## src/rtl/usv_pkg.sv

```systemverilog
package usv_pkg;

    localparam int CNT_W      = 9;
    localparam int MAX_STACKS = 256;
    localparam int MAX_SLICES = 256;

    // Reciprocal 2^RCP_K / count, rounded up; exact floor for numerators below 2^27.
    localparam int RCP_K   = 36;
    localparam int RCP_W   = RCP_K + 1;
    localparam int RCP_LO  = 18;
    localparam int NUM_W   = 27;
    localparam int STEP_W  = 6;

    localparam int ANG_W   = 18;
    localparam int RED_W   = 17;
    localparam int COEF_W  = 31;
    localparam int LANE_DEPTH = 6;

    localparam logic [COEF_W-1:0] SIN_C1 = 31'd1686629713;
    localparam logic [COEF_W-1:0] SIN_C3 = 31'd693598668;
    localparam logic [COEF_W-1:0] SIN_C5 = 31'd85569306;
    localparam logic [COEF_W-1:0] SIN_C7 = 31'd5026995;
    localparam logic [COEF_W-1:0] SIN_C9 = 31'd172272;
    localparam logic [15:0]       ONE_Q14 = 16'd16384;

    localparam logic REG_STACKS = 1'b0;
    localparam logic REG_SLICES = 1'b1;

    typedef struct packed {
        logic             busy;
        logic [CNT_W-1:0] stacks;
        logic [CNT_W-1:0] slices;
        logic [RCP_W-1:0] rcp_st;
        logic [RCP_W-1:0] rcp_sl;
    } t_cfg;

endpackage

```

## src/rtl/usv_recip.sv

```systemverilog
module usv_recip import usv_pkg::*; (
    input  logic             i_clk,
    input  logic             i_rst_n,
    input  logic             i_wr,
    input  logic             i_wr_index,
    input  logic [CNT_W-1:0] i_wr_data,
    output t_cfg             o_cfg
);

    logic [CNT_W-1:0]  r_stacks, r_slices, n_stacks, n_slices;
    logic              r_busy, n_busy;
    logic [STEP_W-1:0] r_cnt, n_cnt;
    logic [CNT_W-1:0]  r_rem_st, r_rem_sl, n_rem_st, n_rem_sl;
    logic [RCP_K-1:0]  r_q_st, r_q_sl, n_q_st, n_q_sl;
    logic [RCP_W-1:0]  r_rcp_st, r_rcp_sl, n_rcp_st, n_rcp_sl;
    logic [CNT_W-1:0]  clamped;
    logic [CNT_W:0]    sh_st, sh_sl;
    logic              ge_st, ge_sl;

    always_comb begin
        clamped = i_wr_data;
        if (clamped == '0) clamped = CNT_W'(1);
        if (i_wr_index == REG_STACKS && clamped > CNT_W'(MAX_STACKS))
            clamped = CNT_W'(MAX_STACKS);
        if (i_wr_index == REG_SLICES && clamped > CNT_W'(MAX_SLICES))
            clamped = CNT_W'(MAX_SLICES);
    end

    // One quotient bit of (2^K - 1) / count per cycle for each register.
    always_comb begin
        sh_st = {r_rem_st, 1'b1};
        sh_sl = {r_rem_sl, 1'b1};
        ge_st = sh_st >= {1'b0, r_stacks};
        ge_sl = sh_sl >= {1'b0, r_slices};
        n_rem_st = ge_st ? CNT_W'(sh_st - {1'b0, r_stacks}) : sh_st[CNT_W-1:0];
        n_rem_sl = ge_sl ? CNT_W'(sh_sl - {1'b0, r_slices}) : sh_sl[CNT_W-1:0];
        n_q_st = {r_q_st[RCP_K-2:0], ge_st};
        n_q_sl = {r_q_sl[RCP_K-2:0], ge_sl};
        n_rcp_st = r_rcp_st;
        n_rcp_sl = r_rcp_sl;
        n_cnt = r_cnt;
        n_busy = r_busy;
        n_stacks = r_stacks;
        n_slices = r_slices;
        if (r_busy) begin
            n_cnt = STEP_W'(r_cnt + 1'b1);
            if (r_cnt == STEP_W'(RCP_K - 1)) begin
                n_busy = 1'b0;
                n_rcp_st = RCP_W'({1'b0, n_q_st} + 1'b1);
                n_rcp_sl = RCP_W'({1'b0, n_q_sl} + 1'b1);
            end
        end
        if (i_wr) begin
            if (i_wr_index == REG_STACKS) n_stacks = clamped;
            else n_slices = clamped;
            n_busy = 1'b1;
            n_cnt = '0;
            n_rem_st = '0;
            n_rem_sl = '0;
        end
    end

    always_ff @(posedge i_clk) begin
        if (!i_rst_n) begin
            r_stacks <= CNT_W'(16);
            r_slices <= CNT_W'(32);
            r_busy   <= 1'b1;
            r_cnt    <= '0;
            r_rem_st <= '0;
            r_rem_sl <= '0;
        end else begin
            r_stacks <= n_stacks;
            r_slices <= n_slices;
            r_busy   <= n_busy;
            r_cnt    <= n_cnt;
            r_rem_st <= n_rem_st;
            r_rem_sl <= n_rem_sl;
        end
    end

    always_ff @(posedge i_clk) begin
        r_q_st   <= n_q_st;
        r_q_sl   <= n_q_sl;
        r_rcp_st <= n_rcp_st;
        r_rcp_sl <= n_rcp_sl;
    end

    assign o_cfg = '{busy: r_busy, stacks: r_stacks, slices: r_slices,
                     rcp_st: r_rcp_st, rcp_sl: r_rcp_sl};

endmodule

```

## config.mk

```make
export PLATFORM = sky130hd
export DESIGN_NAME = usv_recip
export DESIGN_NICKNAME = d
export VERILOG_FILES = /design/src/rtl/usv_pkg.sv /design/src/rtl/usv_recip.sv
export SDC_FILE = /design/constraint.sdc
export NUM_CORES = 1
export LEC_CHECK = 0
export CAP_MARGIN = 20
export CORE_UTILIZATION = 45
export DETAILED_ROUTE_END_ITERATION = 12
export DONT_BUFFER_PORTS = 1
export GPL_TIMING_DRIVEN = 0
export MAX_ROUTING_LAYER = met4
export PLACE_DENSITY_LB_ADDON = 0.05
export SETUP_SLACK_MARGIN = 0.4
export SYNTH_ARGS = -nofsm -noshare
export SYNTH_HDL_FRONTEND = slang
export SYNTH_SLANG_ARGS = --single-unit
```

## constraint.sdc

```tcl
create_clock -name i_clk -period 3.7 [get_ports i_clk]
set_input_delay 1.11 -clock i_clk [delete_from_list [all_inputs] [get_ports i_clk]]
set_output_delay 1.11 -clock i_clk [all_outputs]
set_load 0.005 [all_outputs]
```

==> results.py <==
metrics = {
    "clock_tree": {
        "cts_tree": "done",
        "insertion_delay_ns": 0.43,
        "holdBufCountCts": 0,
        "cts_htree_levels": 4,
        "cts-root-buf": "clkbuf_16",
        "cts_buffers": 17,
        "path_clk_slew_ns": 0.07,
        "clock-sinks": 187,
        "cts_buffer_depth": 2,
    },
    "place": {
        "place_ws_ns": -0.0287,
        "dpl.hpwl_mm": 9.53,
        "placed_cells": 858,
        "place_congestion": 0.795,
        "portBuffers": 0,
    },
    "grt": {
        "grt_pass1_vias": 4373,
        "grt_antenna_before_repair": 0,
        "grt_overflow": 0,
        "grt_max_degree": 74,
        "grt_pass1_wl_mm": 21.4,
        "grt_use_total_pct": 16.9,
    },
    "worst_setup_path": {
        "critPathRequiredTime_ns": 3.88,
        "r2r_setup_slack_ns": 0.54,
        "setup.worst_path.end_class": "register",
        "crit_chain": "inv_1, ha_4, nand4_1, o31ai_4, inv_2, nand2_2, buf_8, ha_4, nand4_4, nor4_4, and4_4, and2_2, nand3_1, xnor2_1",
        "worst-path-max-fanout": 11,
        "rr_worst_depth": 14,
        "crit_path_max_incr_delay_ns": 0.35,
        "cp_top_family": "simple AND/OR/NAND/NOR gates",
        "arrival_ns": 3.33,
        "r2r_start": "r_stacks[4]",
        "crit_path_top_delay_cell": "dfxtp_2",
        "cp-start-kind": "register",
        "path_buf_inv": 3,
        "r2r_end": "r_rcp_st[24]",
        "cp_common_cell": "ha_4",
        "critPathKind": "reg2reg",
    },
    "power_and_ir_drop": {
        "leakagePower_nw": 3.03,
        "vdd_drop_max_uv": 404,
        "powerDensity_nw_per_um2": 719,
        "p_total_mw": 6.12,
    },
    "drt": {
        "ant_nets": 0,
        "drt_first_pass_iters": 4,
        "wl_per_cell_microns": 14.9,
        "drt-initial-drc-count": 190,
        "num_vias": 4640,
        "routed_wl_mm": 13.4,
        "drc": 0,
        "viasPerCell": 5.16,
    },
    "timing": {
        "slew_headroom_pct": 59.6,
        "slew_viol_final": 0,
        "setup_tns_ns": 0,
        "worst_pin_slew_ns": 0.605,
        "period_minus_slack_ns": 3.16,
        "fin_crit_sh_pct": 85.3,
        "setup_ws_ns": 0.544,
        "max_freq_mhz": 317,
        "fin_worst_skew_ns": 0.00913,
        "hold_violations": 0,
        "setup_viol": 0,
        "rsz0062_at_grt": "yes",
    },
    "layout": {
        "stdcell_count": 900,
        "fillers": 1431,
        "layout-drive-gt1-share_pct": 13.0,
        "mostFrequentLayoutCell": "dfxtp_1",
        "layout_common_cells": "dfxtp_1, edfxtp_1, xnor2_1",
        "insertedDiodeCount": 0,
        "fin_nets": 705,
        "synthToLayoutAreaGrowth_pct": 13.8,
    },
    "synthesis": {
        "ys_types": 59,
        "synthesis.instances": 641,
        "synth_area_sq_um": 7480,
        "synth_fp_nets": 675,
        "avgSynthCellArea_sq_um": 11.7,
        "seq_area_frac_synth_pct": 59.9,
        "synth_edf_count": 74,
        "yosysWarnings": 0,
        "synth-seq-cells": 187,
        "dominantRegCellSynth": "dfxtp_1",
        "async_reset_ff_share_pct": 0,
    },
    "hold_path": {
        "holdPathStages": 0,
        "worst_hold_path.endpoint": "r_q_st[31]",
        "min_from": "r_q_st[30]",
        "worst_hold_path_type": "reg2reg",
    },
    "outcome": {
        "outcome": "completed",
    },
    "die": {
        "core_area_sq_um": 16100,
        "design.portCount": 106,
        "start_util_pct": 46.6,
        "die_area_sq_um": 17100,
        "std_cell_rows": 46,
        "die_x_microns": 131,
        "die_h_microns": 131,
    },
    "flow_run": {
        "drv_cap": 0,
    },
}
[cell usage after synthesis (all sizes together), types with 3 or more instances]
cell type,instances,area (sq um)
inv,37,141
nor3,21,110
nand2b,3,18.8
buf,4,25.0
nand4,18,140
o21ai,9,48.8
nand3,27,135
and3,13,81.3
or3,5,41.3
and4,7,63.8
a21o,3,22.5
and2,4,26.3
edfxtp,74,2220
nand2,48,196
nor3b,10,75.1
a21boi,3,33.8
or3b,3,26.3
xor2,26,228
xnor2,48,420
a211oi,6,45.0
nor4,8,56.3
dfxtp,113,2260
nor2,42,158
nor2b,17,106
o31a,4,36.3
mux2i,3,30.0
o21a,10,75.1
clkbuf,10,37.5
ha,19,238
a21oi,28,144
[sequential cells by signal, summed over array words and instances, names as in the netlist, 6 cells and up]
name,count
r_cnt,6
r_q_sl,35
r_q_st,35
r_rcp_sl,37
r_rcp_st,37
r_rem_sl,9
r_rem_st,9
r_slices,9
r_stacks,9
[worst reg2reg max path: cells and delay by family, from the launching register on]
family / cells / cell delay [ns]
and+or+nand+nor: 7 / 1.36
buffers and inverters: 3 / 0.32
xor gates and xnor gates: 1 / 0.13
DFF: 1 / 0.35
adders and majority gates: 2 / 0.45
AOI/OAI and AO/OA: 1 / 0.29
[metrics by stage]
step / instance area [sq um] / util [%] / hold slack [ns]
final: 8510 / 53.0 / 0.351
after global routing: 8510 / 53.0 / 0.367
after CTS: 8390 / 52.3 / 0.353
after detailed placement: 7780 / 48.5 / 0.339
after global placement: 7750 / 48.3 / 0.335
after floorplan: 7480 / - / 0.331
[logic make-up after synthesis]
| kind of cell | synth area share (%) |
|---|---|
| simple gates | 17.0 |
| buf+inv | 2.73 |
| xor+xnor | 8.66 |
| fa+ha+maj | 3.71 |
| flops | 59.9 |
| mux | 0.401 |
| compound gates | 7.59 |
[worst max path at each step]
stage,slack [ns],end,cells past startpoint,start
floorplan,0.48,r_rcp_st[24],14,r_stacks[4]
global placement,-0.16,r_rcp_sl[15],3,r_cnt[0]
detailed placement,-0.03,r_rcp_st[24],14,r_stacks[4]
CTS,0.41,r_rcp_st[24],14,r_stacks[3]
global route,0.36,r_rcp_st[24],14,r_stacks[4]
finish,0.54,r_rcp_st[24],14,r_stacks[4]
[power by group]
part           leakage (nW)  total, mW  switching (mW)  internal [mW]
logic                  1.17       1.49           0.793          0.699
registers              1.61       2.95           0.352           2.59
clock network         0.263       1.68           0.789          0.890
[final cells by class]
type | count | area, sq um | share of cell area [%]
Inverter | 37 | 141 | 1.66
Clock buffer | 18 | 439 | 5.16
Buffer | 14 | 72.6 | 0.853
Clock inverter | 14 | 116 | 1.37
Timing Repair Buffer | 11 | 103 | 1.21
Sequential cell | 187 | 4490 | 52.8
Tap cell | 216 | 270 | 3.18
Multi-Input combinational cell | 403 | 2870 | 33.8
[routing by layer]
layer  global-route usage [%]  up-vias  part of all wire [%]
met1                     21.2     2196                    48
li1                         -     2321                     -
met4                     6.69        0                   1.6
met2                     26.2      107                    46
met3                     4.11       16                   3.8
met5                        -        -                     0
[timing repair]
action                     CTS  global route
gates resized for setup      7            17
pin swaps                    3             8
buffers inserted             3             7
setup endpoints to repair   11            16
(Power assumes the default switching activity.)
